## src/hw/rtl/assert_macros.svh

```systemverilog
// Assertion helpers shared by the RTL files.
`ifndef ASSERT_MACROS_SVH
`define ASSERT_MACROS_SVH

// Check a property on every rising clock edge outside reset.
`define ASSERT_CLK(lbl, clk, rst_n, prop, msg) \
    lbl: assert property (@(posedge clk) disable iff (!rst_n) (prop)) \
        else $error(msg);

// Check a property on every rising clock edge, reset included.
`define ASSERT_ALWAYS(lbl, clk, prop, msg) \
    lbl: assert property (@(posedge clk) (prop)) \
        else $error(msg);

`endif

```

## src/hw/rtl/ethhp_pkg.sv

```systemverilog
// ----------------------------------------------------------------------------
// ethhp_pkg
// Shared types and constants for the Ethernet/IPv4/TCP header parser.
// ----------------------------------------------------------------------------
`default_nettype none

package ethhp_pkg;

    localparam logic [15:0] ETHERTYPE_IPV4 = 16'h0800;
    localparam logic [7:0]  PROTO_TCP      = 8'd6;
    localparam logic [7:0]  ETH_HDR_LEN    = 8'd14;
    localparam logic [3:0]  MIN_HDR_WORDS  = 4'd5;
    localparam logic [7:0]  SUBST_CHAR     = 8'h2E;
    localparam logic [7:0]  PRINT_LOW      = 8'h20;
    localparam logic [7:0]  PRINT_HIGH     = 8'h7E;

    localparam logic KIND_HEADER  = 1'b0;
    localparam logic KIND_PREVIEW = 1'b1;

    // One result produced by the parser for one frame byte.
    typedef struct packed {
        logic        valid;
        logic        kind;
        logic [47:0] src_mac;
        logic [47:0] dst_mac;
        logic [31:0] src_ip;
        logic [31:0] dst_ip;
        logic [15:0] src_port;
        logic [15:0] dst_port;
        logic [7:0]  preview_char;
        logic        frame_done;
    } ethhp_result_t;

    // Map a payload byte to a printable character.
    function automatic logic [7:0] printable(input logic [7:0] b);
        printable = (b >= PRINT_LOW && b <= PRINT_HIGH) ? b : SUBST_CHAR;
    endfunction

endpackage

`default_nettype wire

```

## src/hw/rtl/ethernet_ipv4_tcp_header_parser_top.sv

```systemverilog
// ----------------------------------------------------------------------------
// ethernet_ipv4_tcp_header_parser_top
// Ethernet/IPv4/TCP header parser with payload preview.
// ----------------------------------------------------------------------------
// The block takes one frame byte per cycle and keeps up with that rate for
// as long as the result side accepts. A byte passes an input register, one
// step of parsing logic and a result register, from which its result is
// presented to the result side; the result register's ready is the only
// thing that stalls the input. A TCP/IPv4 frame yields one header record on
// its last TCP header byte (tuser 0), then up to cfg preview_limit payload
// characters (tuser 1); tlast marks the final result of a frame. Frames of
// other types, with a header length below five words, or that end early
// produce nothing. Write preview_limit only while the block is idle.
`default_nettype none

module ethernet_ipv4_tcp_header_parser_top
    import ethhp_pkg::*;
(
    input  wire logic         aclk,
    input  wire logic         aresetn,
    // configuration: preview_limit
    input  wire logic         cfg_wr_en,
    input  wire logic [7:0]   cfg_wr_data,
    // frame bytes in
    input  wire logic         s_tvalid,
    output logic              s_tready,
    input  wire logic [7:0]   s_tdata,   // [7:0] frame_byte
    input  wire logic         s_tlast,   // frame_last
    // results out
    output logic              m_tvalid,
    input  wire logic         m_tready,
    output logic [199:0]      m_tdata,   // [47:0] src_mac, [95:48] dst_mac,
                                         // [127:96] src_ip, [159:128] dst_ip,
                                         // [175:160] src_port,
                                         // [191:176] dst_port,
                                         // [199:192] preview_char
    output logic              m_tuser,   // [0] kind
    output logic              m_tlast    // frame_done
);

    `include "assert_macros.svh"

    logic          in_valid_reg;
    logic [7:0]    in_byte_reg;
    logic          in_last_reg;
    logic [7:0]    limit_reg;
    logic          out_valid_reg;
    logic [199:0]  out_data_reg;
    logic          out_kind_reg;
    logic          out_done_reg;
    logic          out_ready;
    logic          item_fire;
    ethhp_result_t result;

    assign out_ready = !out_valid_reg || m_tready;
    assign item_fire = in_valid_reg && out_ready;
    assign s_tready  = !in_valid_reg || out_ready;

    // Preview limit register
    always_ff @(posedge aclk) begin
        if (!aresetn) begin
            limit_reg <= 8'd20;
        end else if (cfg_wr_en) begin
            limit_reg <= cfg_wr_data;
        end
    end

    // Input register: hold a byte until the parse step can take it
    always_ff @(posedge aclk) begin
        if (!aresetn) begin
            in_valid_reg <= 1'b0;
        end else if (s_tready) begin
            in_valid_reg <= s_tvalid;
        end
    end

    always_ff @(posedge aclk) begin
        if (s_tready) begin
            in_byte_reg <= s_tdata;
            in_last_reg <= s_tlast;
        end
    end

    ethhp_parse u_parse (
        .aclk          (aclk),
        .aresetn       (aresetn),
        .item_fire     (item_fire),
        .item_byte     (in_byte_reg),
        .item_last     (in_last_reg),
        .preview_limit (limit_reg),
        .result        (result)
    );

    // Result register: load a new result whenever the slot is free
    always_ff @(posedge aclk) begin
        if (!aresetn) begin
            out_valid_reg <= 1'b0;
        end else if (out_ready) begin
            out_valid_reg <= result.valid;
        end
    end

    always_ff @(posedge aclk) begin
        if (out_ready && result.valid) begin
            out_data_reg <= {result.preview_char, result.dst_port, result.src_port,
                             result.dst_ip, result.src_ip, result.dst_mac,
                             result.src_mac};
            out_kind_reg <= result.kind;
            out_done_reg <= result.frame_done;
        end
    end

    assign m_tvalid = out_valid_reg;
    assign m_tdata  = out_data_reg;
    assign m_tuser  = out_kind_reg;
    assign m_tlast  = out_done_reg;

    // Checks
    `ASSERT_ALWAYS(a_reset_clears_out, aclk, !aresetn |=> !m_tvalid,
                   "result valid after reset")
    `ASSERT_CLK(a_preview_no_addr, aclk, aresetn,
                (m_tvalid && m_tuser == KIND_PREVIEW) |-> m_tdata[191:0] == '0,
                "preview result carries address fields")
    `ASSERT_CLK(a_header_no_char, aclk, aresetn,
                (m_tvalid && m_tuser == KIND_HEADER) |-> m_tdata[199:192] == 8'd0,
                "header record carries a preview character")
    `ASSERT_CLK(a_char_printable, aclk, aresetn,
                (m_tvalid && m_tuser == KIND_PREVIEW) |->
                    (m_tdata[199:192] >= PRINT_LOW && m_tdata[199:192] <= PRINT_HIGH),
                "preview character not printable")

endmodule

`default_nettype wire

```

## src/hw/rtl/ethhp_parse.sv

```systemverilog
// ----------------------------------------------------------------------------
// ethhp_parse
// Frame parsing state and the per-byte decision logic. Consumes one byte on
// each item_fire and reports the result that byte causes, if any.
// ----------------------------------------------------------------------------
`default_nettype none

module ethhp_parse
    import ethhp_pkg::*;
(
    input  wire logic          aclk,
    input  wire logic          aresetn,
    input  wire logic          item_fire,
    input  wire logic [7:0]    item_byte,
    input  wire logic          item_last,
    input  wire logic [7:0]    preview_limit,
    output ethhp_result_t      result
);

    localparam logic [1:0] PH_HEADER  = 2'd0;
    localparam logic [1:0] PH_PAYLOAD = 2'd1;
    localparam logic [1:0] PH_DROP    = 2'd2;

    localparam logic [7:0] POS_SRC_MAC  = 8'd6;
    localparam logic [7:0] POS_ETH_LAST = ETH_HDR_LEN - 8'd1;
    localparam logic [7:0] POS_PROTO    = ETH_HDR_LEN + 8'd9;
    localparam logic [7:0] POS_SRC_IP   = ETH_HDR_LEN + 8'd12;
    localparam logic [7:0] POS_DST_IP   = ETH_HDR_LEN + 8'd16;
    localparam logic [7:0] POS_IP_END   = ETH_HDR_LEN + 8'd20;
    localparam logic [7:0] REL_OFFSET   = 8'd12;
    localparam logic [7:0] REL_PORTS    = 8'd4;

    logic [7:0]  pos_reg, pos_next;
    logic [1:0]  phase_reg, phase_next;
    logic [7:0]  cnt_reg, cnt_next;
    logic [15:0] eth_type_reg, eth_type_next;
    logic [5:0]  ip_len_reg, ip_len_next;
    logic [5:0]  tcp_len_reg, tcp_len_next;
    logic [47:0] src_mac_reg, src_mac_next;
    logic [47:0] dst_mac_reg, dst_mac_next;
    logic [31:0] src_ip_reg, src_ip_next;
    logic [31:0] dst_ip_reg, dst_ip_next;
    logic [31:0] ports_reg, ports_next;

    logic [7:0]  tcp_start;
    logic [7:0]  rel;
    logic [7:0]  cnt_inc;
    logic        hdr_done;
    logic        drop;

    assign tcp_start = ETH_HDR_LEN + {2'b00, ip_len_reg};
    assign rel       = pos_reg - tcp_start;
    assign cnt_inc   = cnt_reg + 8'd1;

    // Decide the result and the next state for the byte at the input stage.
    always_comb begin
        pos_next      = pos_reg;
        phase_next    = phase_reg;
        cnt_next      = cnt_reg;
        eth_type_next = eth_type_reg;
        ip_len_next   = ip_len_reg;
        tcp_len_next  = tcp_len_reg;
        src_mac_next  = src_mac_reg;
        dst_mac_next  = dst_mac_reg;
        src_ip_next   = src_ip_reg;
        dst_ip_next   = dst_ip_reg;
        ports_next    = ports_reg;
        hdr_done      = 1'b0;
        drop          = 1'b0;
        result        = '0;

        unique case (phase_reg)
            PH_HEADER: begin
                // Collect header fields by byte position
                if (pos_reg < POS_SRC_MAC) begin
                    dst_mac_next = {dst_mac_reg[39:0], item_byte};
                end else if (pos_reg < ETH_HDR_LEN - 8'd2) begin
                    src_mac_next = {src_mac_reg[39:0], item_byte};
                end else if (pos_reg < ETH_HDR_LEN) begin
                    eth_type_next = {eth_type_reg[7:0], item_byte};
                    if (pos_reg == POS_ETH_LAST && eth_type_next != ETHERTYPE_IPV4) begin
                        drop = 1'b1;
                    end
                end else if (pos_reg == ETH_HDR_LEN) begin
                    if (item_byte[3:0] < MIN_HDR_WORDS) begin
                        drop = 1'b1;
                    end else begin
                        ip_len_next = {item_byte[3:0], 2'b00};
                    end
                end else if (pos_reg == POS_PROTO && item_byte != PROTO_TCP) begin
                    drop = 1'b1;
                end else begin
                    if (pos_reg >= POS_SRC_IP && pos_reg < POS_DST_IP) begin
                        src_ip_next = {src_ip_reg[23:0], item_byte};
                    end else if (pos_reg >= POS_DST_IP && pos_reg < POS_IP_END) begin
                        dst_ip_next = {dst_ip_reg[23:0], item_byte};
                    end
                    // TCP header: ports, data offset, end of header
                    if (pos_reg >= tcp_start) begin
                        if (rel < REL_PORTS) begin
                            ports_next = {ports_reg[23:0], item_byte};
                        end else if (rel == REL_OFFSET) begin
                            if (item_byte[7:4] < MIN_HDR_WORDS) begin
                                drop = 1'b1;
                            end else begin
                                tcp_len_next = {item_byte[7:4], 2'b00};
                            end
                        end else if (rel > REL_OFFSET
                                     && rel == {2'b00, tcp_len_reg} - 8'd1) begin
                            hdr_done = 1'b1;
                        end
                    end
                end

                if (hdr_done) begin
                    result.valid      = 1'b1;
                    result.kind       = KIND_HEADER;
                    result.src_mac    = src_mac_reg;
                    result.dst_mac    = dst_mac_reg;
                    result.src_ip     = src_ip_reg;
                    result.dst_ip     = dst_ip_reg;
                    result.src_port   = ports_reg[31:16];
                    result.dst_port   = ports_reg[15:0];
                    result.frame_done = item_last || (preview_limit == 8'd0);
                    phase_next        = PH_PAYLOAD;
                    cnt_next          = 8'd0;
                end else if (drop) begin
                    phase_next = PH_DROP;
                end else begin
                    pos_next = pos_reg + 8'd1;
                end
            end
            PH_PAYLOAD: begin
                // Emit preview characters up to the limit
                if (cnt_reg < preview_limit) begin
                    cnt_next            = cnt_inc;
                    result.valid        = 1'b1;
                    result.kind         = KIND_PREVIEW;
                    result.preview_char = printable(item_byte);
                    result.frame_done   = item_last || (cnt_inc == preview_limit);
                end
            end
            default: begin
                // Drop the rest of the frame
            end
        endcase

        // Return to the start of a frame after its last byte
        if (item_last) begin
            phase_next = PH_HEADER;
            pos_next   = 8'd0;
        end

        result.valid = result.valid && item_fire;
    end

    // Control state
    always_ff @(posedge aclk) begin
        if (!aresetn) begin
            pos_reg   <= 8'd0;
            phase_reg <= PH_HEADER;
            cnt_reg   <= 8'd0;
        end else if (item_fire) begin
            pos_reg   <= pos_next;
            phase_reg <= phase_next;
            cnt_reg   <= cnt_next;
        end
    end

    // Captured header fields
    always_ff @(posedge aclk) begin
        if (item_fire) begin
            eth_type_reg <= eth_type_next;
            ip_len_reg   <= ip_len_next;
            tcp_len_reg  <= tcp_len_next;
            src_mac_reg  <= src_mac_next;
            dst_mac_reg  <= dst_mac_next;
            src_ip_reg   <= src_ip_next;
            dst_ip_reg   <= dst_ip_next;
            ports_reg    <= ports_next;
        end
    end

endmodule

`default_nettype wire

```

## config.mk

```make
export PLATFORM = sky130hd
export DESIGN_NAME = ethernet_ipv4_tcp_header_parser_top
export DESIGN_NICKNAME = d
export VERILOG_FILES = /design/src/hw/rtl/ethhp_pkg.sv /design/src/hw/rtl/ethernet_ipv4_tcp_header_parser_top.sv /design/src/hw/rtl/ethhp_parse.sv
export VERILOG_INCLUDE_DIRS = /design/src /design/src/hw/rtl
export SDC_FILE = /design/constraint.sdc
export NUM_CORES = 1
export LEC_CHECK = 0
export BUFFER_PORTS_ARGS = -buffer_cell sky130_fd_sc_hd__buf_4
export CAP_MARGIN = 20
export CORE_MARGIN = 2
export CORE_UTILIZATION = 43
export DETAILED_ROUTE_END_ITERATION = 10
export MAX_ROUTING_LAYER = met4
export PLACE_DENSITY = 0.61
export SETUP_SLACK_MARGIN = 0.2
export SYNTH_ARGS = -nofsm -noshare
export SYNTH_HDL_FRONTEND = slang
export SYNTH_HIERARCHICAL = 1
export SYNTH_SLANG_ARGS = --single-unit
```

## constraint.sdc

```tcl
create_clock -name aclk -period 8.3 [get_ports aclk]
set_input_delay 1.245 -clock aclk [delete_from_list [all_inputs] [get_ports aclk]]
set_output_delay 1.245 -clock aclk [all_outputs]
set_load 0.05 [all_outputs]
```

# Word level (Yosys, flattened, before mapping)
# Cells that the tools add are included.
[op_classes] reduce_logical=34 n_lt_le_gt_ge=15 n_eq_ne=13 n_addsub=5 muxes=40 bitwise=9
[op_table] cell="$mux 194" count=1
[op_table] cell="$mux 8" count=6
[op_table] cell="$eq 8x4->1 const B" count=3
[op_table] cell="$mux 1" count=24
[op_table] cell="$reduce_and 9->1" count=2
[op_table] cell="$add 8x1->8 const B" count=2
[op_table] cell="$eq 8x8->1" count=2
[op_table] cell="$ge 8x5->1 const B" count=2
[op_table] cell="$lt 8x3->1 const B" count=2
[op_table] cell="$lt 8x4->1 const B" count=2
[op_table] cell="$ne 16x12->1 const B" count=1
[op_table] cell="$pmux 8 s2" count=1
[op_table] cell="$reduce_and 4->1" count=3
[op_table] cell="$reduce_and 11->1" count=1
[op_table] cell="$mux 2" count=5
[op_table] cell="$logic_and 1x1->1" count=9
[op_table] cell="$not 1->1" count=9
[op_table] cell="$reduce_and 3->1" count=3
[op_table] cell="$eq 8x5->1 const B" count=1
[op_table] cell="$ge 8x6->1 const B" count=1
[op_table] cell="$ge 8x8->1" count=1
[op_table] cell="$gt 8x4->1 const B" count=1
[op_table] cell="$le 8x7->1 const B" count=1
[op_table] cell="$logic_not 8->1" count=1
[op_table] cell="23 further kinds" count=32
[word_totals] ff_bits=447

# Depth between registers and ports, before layout
# Gate-level depths: netlist of run 1.
[logic_depth] word_depth=18 depth_mapped=13 depth_no_buf=13

# Cells and area by module
# Netlist of run 1, hierarchy kept.
[by_module_without_submodules] module="ethhp_parse" instances=1 area_per_inst_um2=9751.9 seq_area_each_um2=6606.3 cells_per_inst=709
[by_module_without_submodules] module="ethernet_ipv4_tcp_header_parser_top" instances=1 area_per_inst_um2=6726.5 seq_area_each_um2=6536.3 cells_per_inst=248

# Least setup slack after synthesis of run 1
# Ideal clock, no wire load.
[synth_timing] path_kind="register to register" from="reg u_parse.ip_len_reg[2]" to="reg out_data_reg[0], in the netlist m_tdata[0] (enable)" path_stages_with_launch=14 synth_period_minus_slack_ns=7.961 setup_slack_ns=0.339 setup_time_ns=0.588 arrival_time_ns=7.373 path_cell_list="edfxtp_1 inv_1 ha_1 xor2_1 ha_1 nand3_1 o22ai_1 o31ai_1 and2_1 or4_4 nor3_1 a21oi_2 inv_1 and2_1"
[synth_rtl] element="start: declaration" line="ethhp_parse.sv:37" rtl="logic [5:0] ip_len_reg, ip_len_next;"
[synth_rtl] element="start signal: assignment" line="ethhp_parse.sv:174" rtl="ip_len_reg <= ip_len_next;"
[synth_rtl] element="end signal: assignment" line="ethernet_ipv4_tcp_header_parser_top.sv:105" rtl="out_data_reg <= {result.preview_char, result.dst_port, result.src_port,"
[synth_rtl] element="end: declaration" line="ethernet_ipv4_tcp_header_parser_top.sv:48" rtl="logic [199:0] out_data_reg;"

==> impl_results.md, run 1 <==
- Status: finished clean
- Filler cells: 3096
- Design Area, Final: around 0.020 mm^2
- Routed via count: 8477
- Num CTS Buffers: 45
- Largest net degree at the start of global routing: 140
- Crit-path max FO: 139
- Final WS setup: 3420 ps
- Starting density of the core: 43.7%
- TNS Setup: 0 ps
- Register area share after synthesis: roughly four fifths
- Routed wire per std cell: 18.2 um
- Worst hold stages: 0
- Compound-Gate Fraction of Synth Area: 2.92%
- First-pass GRT wire length: 47300 um
- Post-synth EDFFs: 419
- CP Data Required Time: 8490 ps
- Mapped cell area: 0.0165 mm^2
- DP Wirelength: 19400 um
- Post-Synth Adder-Cell Area: 1.64%
- Worst setup path class: reg -> reg
- Post-route ant nets: 0
- Hold endpoint: u_parse/dst_ip_reg[28]
- CTS clk-pin slew, worst paths: 60 ps
- Share of layout cells above drive strength 1: 25.7%
- Num ports: around 230
- Mapped Cells: about 960
- DR pass1 iterations: 5
- DP Worst Slack: between 3000 and 4000 ps
- Post-Syn Nets: 1000
- Final WL: ~32000 um
- Crit path time final: about 5000 ps
- Post-synth top area share: 76.4%
- Setup repair bufs after CTS: 0
- Post-route clock period utilization: 58.7%
- Worst-margin pin slew: 1040 ps
- Synth Warn #: 6
- Cell Area, Placed: 0.0188 mm^2
- Worst VDD drop: 0.133 mV
- Number of global-route vias before repair: 8245
- Number of port buffers: 225
- R2R Setup Slk: 3420 ps
- Post-synthesis cell type count: 60
- Routability cong.: 0.810
- HP Start: u_parse/dst_ip_reg[20]
- Dominant synthesized flop cell: edfxtp_1
- Final nets: ~1300
- R2R cell count: 14
- Row count: 71
- Core area: roughly 0.038 mm^2
- Worst-skew pair later-pin latency: 560 ps
- Post-synthesis register bit count: 447
- DRC: 0
- Synth Area in Simple Gates: 12.0%
- PD cells: 221 mW/mm^2
- Total of max-cap violations: 0
- Initial antenna violation count: 0
- Slew headroom: 30.8%
- Crit end category: flop
- Final setup vio count: 0
- Largest family of logic cells by synthesized area: simple AND/OR/NAND/NOR gates
- DRT iter0 DRCs: 470
- Gr usage total: 16.3%
- Worst r2r dst: m_tdata[113]
- Skew final: 11.2 ps
- Hold slack: 436 ps
- Largest register FFs: 200
- RSZ-0062 raised after global routing: false
- Dominant cell type by area after synthesis: edfxtp_1
- Proportion of synthesized area in mux cells: 0.858%
- Xor/xnor cell area share of the yosys netlist: roughly 1.4%
- FMAX: just over 200 MHz
- Static leakage: 0.00685 uW
- Die footprint: 0.0399 mm^2
- Area growth syn-to-layout: 22.7%
- H-tree levels: 2
- Worst flop-to-flop path startpoint: u_parse/ip_len_reg[2]
- Synth top area cells: edfxtp_1, and2_1, dfxtp_1, ha_1, mux2i_1
- N_diodes: 0
- Bufs on Longest Clock Path: 3
- TritonCTS clock tree: yes
- Clock sink total: around 450
- Die X-Extent: 200 um
- CP Data Arrival Time: 5070 ps
- Syn avg cell area: around 17 um^2
- GRT overflow: 0
- Die H: 200 um
- Startpoint types: flop
- Hold buffer count at cts: 0
- Pins Over Slew Limit: 0
- CTS resizes: 0
- Worst min path class: reg -> reg
- Post-synth ARST share: 0%
- Routed vias/inst: 4.83
- CTS root buf: clkbuf_16
- Final hold vios: 0
-- cell usage after synthesis, drive strengths merged, types with 11 or more instances --
| cell | count |
|---|---|
| nand3 | 11 |
| mux2i | 13 |
| xnor2 | 14 |
| edfxtp | 419 |
| dfxtp | 28 |
| a21oi | 11 |
| nor4 | 11 |
| inv | 21 |
| nand2 | 28 |
| buf | 11 |
| nor2 | 21 |
| and2 | 197 |
| clkbuf | 21 |
| ha | 20 |
| o21ai | 18 |
-- worst max path at each step --
| stage | start | endpoint | depth (start not counted) |
|---|---|---|---|
| global placement | u_parse/ip_len_reg[2] | m_tdata[121] | 14 |
| global route | u_parse/ip_len_reg[2] | m_tdata[119] | 14 |
| CTS | u_parse/ip_len_reg[2] | m_tdata[127] | 14 |
| detailed placement | u_parse/ip_len_reg[2] | m_tdata[121] | 14 |
| finish | u_parse/ip_len_reg[2] | m_tdata[113] | 14 |
| floorplan | u_parse/ip_len_reg[2] | m_tdata[0] | 13 |
-- worst max-delay path, cell delays in order, from the launching register on --
cell and delay, ps:
edfxtp_1 410, inv_1 60, ha_1 210, xor2_1 170, ha_1 380, nand3_1 120
o22ai_1 250, o31ai_1 140, and2_1 180, or4_4 600, nor3_1 240, a21oi_2 150
inv_1 140, and2_4 720, buf_12 630
-- cell usage in the layout (no fill, tap or decap), drive strengths merged, types with 13 or more instances in the layout --
cell | Yosys | routed
ha | 20 | 20
buf | 11 | 236
edfxtp | 419 | 419
nor2 | 21 | 21
clkbuf | 21 | 55
clkinv | 0 | 20
and2 | 197 | 197
mux2i | 13 | 13
xnor2 | 14 | 14
inv | 21 | 22
o21ai | 18 | 18
nand2 | 28 | 28
dfxtp | 28 | 28
-- kinds of logic after synthesis --
family | Yosys count
flip-flops | 447
other | 1
AND/OR/NAND/NOR | 329
AO/OA/AOI/OAI | 67
multiplexers | 14
XOR/XNOR | 25
adder cells (fa/ha/maj) | 21
buffers and inverters | 53
-- per-layer routing --
layer	up-vias	GRT usage [%]	wire length (um)
met1	4178	21.6	14300
li1	4048	-	-
met4	0	5.98	688
met5	-	-	0
met3	45	3.11	1500
met2	206	25.1	15400
-- metrics by stage --
stage          total power [uW]  utilization (%)  cells
6_report                   4460             53.7   1754
5_1_grt                    4600             53.7   1754
4_1_cts                    4510             53.7   1753
3_5_place_dp               2540             49.9   1672
3_3_place_gp               2540             49.9   1672
2_1_floorplan              2520                -    957
-- final cells by class --
cell class / count / area [um^2] / area share [%]
Sequential cell: 447 / 13100 / 65.0
Multi-Input combinational cell: 457 / 3130 / 15.5
Timing Repair Buffer: 237 / 1790 / 8.86
Clock buffer: 54 / 1200 / 5.95
Tap cell: 511 / 639 / 3.16
Clock inverter: 27 / 231 / 1.14
Inverter: 21 / 78.8 / 0.390
-- power breakdown --
group          internal, uW  switching, uW  total (uW)
Sequential             2440           13.6        2450
Combinational          17.1           24.0        41.1
Clock                  1150            809        1960
Total                  3610            847        4460
(Power assumes the default switching activity.)
==> run 2: changes to the inputs <==
- ABC_AREA: default -> 1
- PLACE_DENSITY: 0.61 -> 0.6
- clock period: 8.3 -> 4.1 ns (I/O delays scaled with it)
==> run 2 against run 1 <==
  * Flip-flop and latch count is the same
  * First-iteration DRC count is 50% higher
  * Cell area is 10% higher
  * Critical endpoint is now m_tdata[88]
==> impl_results.md, run 2 <==
- Placed cells: 2052
- Die footprint: 0.0446 mm^2
- Largest net degree at the start of global routing: 96
- Leading cell type in the layout, fill and taps excluded: edfxtp_1
- Worst-path cell chain: inv_1 > ha_2 > xor2_1 > ha_1 > nand2_1 > inv_1 > nand3_2 > nand2_1 > nand2_1 > nand2_1 > nand3_1 > nand2_1 > inv_2 > nor2_4 > nand3_4 > a21boi_4 > inv_2 > nor2_4 > buf_12
- Clock group share of total power: 44.1%
- Design Area, Final: 0.0223 mm^2
- Routed vias/inst: 4.61
- Switching share of power: 19.2%
- Area growth syn-to-layout: 20.6%
- Post-synth ARST share: 0%
- Starting density of the core: 43.8%
- CP max-delay cell: edfxtp_1
- CP most frequent cell: nand2_1
- RSZ-0062 raised after global routing: true
- Most common cell in the netlist: edfxtp_1
- H-tree levels: 2
- Post-synth EDFFs: 419
- Power Internal: between 7000 and 8000 uW
- Crit path time final: ~3600 ps
- Skew final: 12.9 ps
- Final WS setup: around 460 ps
- Num ports: 226
- TritonCTS clock tree: yes
- Pins Over Slew Limit: 0
- Total of max-cap violations: 0
- DP Wirelength: 22800 um
- Final nets: 1605
- First-pass GRT wire length: 53400 um
- Final WL: roughly 35000 um
- Num CTS Buffers: between 40 and 50
- Post-synth top area share: 68.2%
- Fin cells: 2135
- Worst VDD drop: 0.281 mV
- Initial antenna violation count: 0
- Core area: approximately 0.042 mm^2
- Worst setup path class: reg -> reg
- DRC: 0
- Startpoint types: flop
- CTS root buf: clkbuf_16
- CP Data Arrival Time: 3840 ps
- Cell Area, Placed: 0.0208 mm^2
- Syn avg cell area: 14.3 um^2
- Slowest Stage Delay on Critical Path: 410 ps
- Routed wire per std cell: 16.4 um
- Register area share after synthesis: between 70% and 80%
- Routed via count: 9853
- Worst-margin pin slew: between 1000 and 1500 ps
- Gr usage total: 16.1%
- Share of layout cells above drive strength 1: 31.8%
- Final setup vio count: 0
- Crit end category: flop
- Row count: 75
- Dominant cell type by area after synthesis: edfxtp_1
- CTS resizes: 0
- Static leakage: 0.00888 uW
- Worst min path class: in -> reg
- Status: finished clean
- Crit-path max FO: 95
- Family with the most delay on the worst path: simple AND/OR/NAND/NOR gates
- Worst-skew pair later-pin latency: around 560 ps
- Dominant synthesized flop cell: edfxtp_1
- Number of global-route vias before repair: 9525
- Part of the power in combinational logic: 1.5%
- Post-synthesis cell type count: 45
- Filler cells: ~3500
- Final hold vios: 0
- Hold slack: roughly 230 ps
- Post-synthesis register bit count: 447
- CTS clk-pin slew, worst paths: 60 ps
- Mapped cell area: 0.0185 mm^2
- Hold buffer count at cts: 0
- GRT overflow: 0
- Number of port buffers: approximately 230
- Mapped Cells: approximately 1300
- Die X-Extent: 211 um
- Leading cell types in the layout, fill and taps excluded: edfxtp_1, inv_1, buf_4
- CP Data Required Time: ~4300 ps
- Post-route ant nets: 0
- Bufs on Longest Clock Path: 3
- FMAX: 274 MHz
- Slew headroom: 29.8%
- DP Worst Slack: 435 ps
- Synth top cells by count: edfxtp_1, inv_1, nor2_4, nor2_1, nand2_1
- DR pass1 iterations: 5
- Setup repair bufs after CTS: 0
- Post-route clock period utilization: roughly nine tenths
- PD cells: just over 400 mW/mm^2
- Reg power frac: 54.3%
- Core Util, Final: 52.8%
- Routability cong.: roughly 0.9
- DRT iter0 DRCs: 705
- Clock sink total: ~450
- Synth top area cells: edfxtp_1, nor2_4, inv_1, dfxtp_1, nor2_1
- Largest register FFs: 200
- Post-Syn Nets: 1330
- Synth Warn #: 6
- Net switching power: about 1800 uW
- Die H: 211 um
- Crit path buf inv count: 5
run 2: changes by cell type after synthesis, sizes merged, moves of 19 or more:
cell,change
nand3,+34
nor2,+264
nand2,+78
inv,+235
clkbuf,-19
and2,-196
run 2: metal layers:
| layer | track usage, % | vias up | part of all wire, % |
|---|---|---|---|
| met1 | 21.3 | 4730 | 44 |
| met3 | 2.84 | 59 | 5.0 |
| met5 | - | - | 0 |
| met4 | 6.53 | 0 | 2.6 |
| met2 | 24.8 | 270 | 48 |
| li1 | - | 4794 | - |
run 2: layout make-up:
| cell class | count | area, um^2 | share of cell area (%) |
|---|---|---|---|
| inverters | 257 | 965 | 4.33 |
| flip-flops and latches | 447 | 13100 | 59.1 |
| clock buffers | 65 | 1260 | 5.68 |
| multi-input cells | 556 | 4020 | 18.1 |
| clock inverters | 17 | 191 | 0.860 |
| well taps | 539 | 674 | 3.03 |
| diodes | 1 | 2.50 | 0.0112 |
| repair buffers | 253 | 2000 | 8.98 |
run 2: metrics by stage:
stage / total power, uW / TNS [ps]
finish: 9170 / 0
global route: 9500 / 0
CTS: 9300 / 0
detailed placement: 5220 / 0
global placement: 5220 / 0
floorplan: 5150 / -328280
run 2: worst paths after layout:
check | startpoint | to | slack, ps | depth (start not counted)
worst max-delay path | u_parse/ip_len_reg[2] | m_tdata[88] | 460 | 19
worst min-delay path | s_tdata[0] | in_byte_reg[0] | 230 | 1
worst max register to register | u_parse/ip_len_reg[2] | m_tdata[88] | 460 | 19
worst min register to register | u_parse/dst_ip_reg[9] | u_parse/dst_ip_reg[17] | 440 | 0
run 2: power by group through the flow:
| stage | Sequential (uW) | Combinational, uW | Clock [uW] |
|---|---|---|---|
| after floorplan | 5080 | 71.0 | 0 |
| after global placement | 5080 | 140 | 0 |
| after detailed placement | 5080 | 142 | 0 |
| after CTS | 4980 | 142 | 4170 |
| after global routing | 4980 | 157 | 4360 |
| final | 4980 | 140 | 4050 |
run 2: kinds of logic after synthesis:
| kind of cell | count (synthesis) | share of synthesized area, % |
|---|---|---|
| flip-flops | 447 | 71.2 |
| adder cells (fa/ha/maj) | 21 | 1.46 |
| buffers and inverters | 284 | 7.47 |
| other | 1 | 0.0203 |
| AO/OA/AOI/OAI | 39 | 1.29 |
| XOR/XNOR | 18 | 0.854 |
| AND/OR/NAND/NOR | 477 | 17.7 |
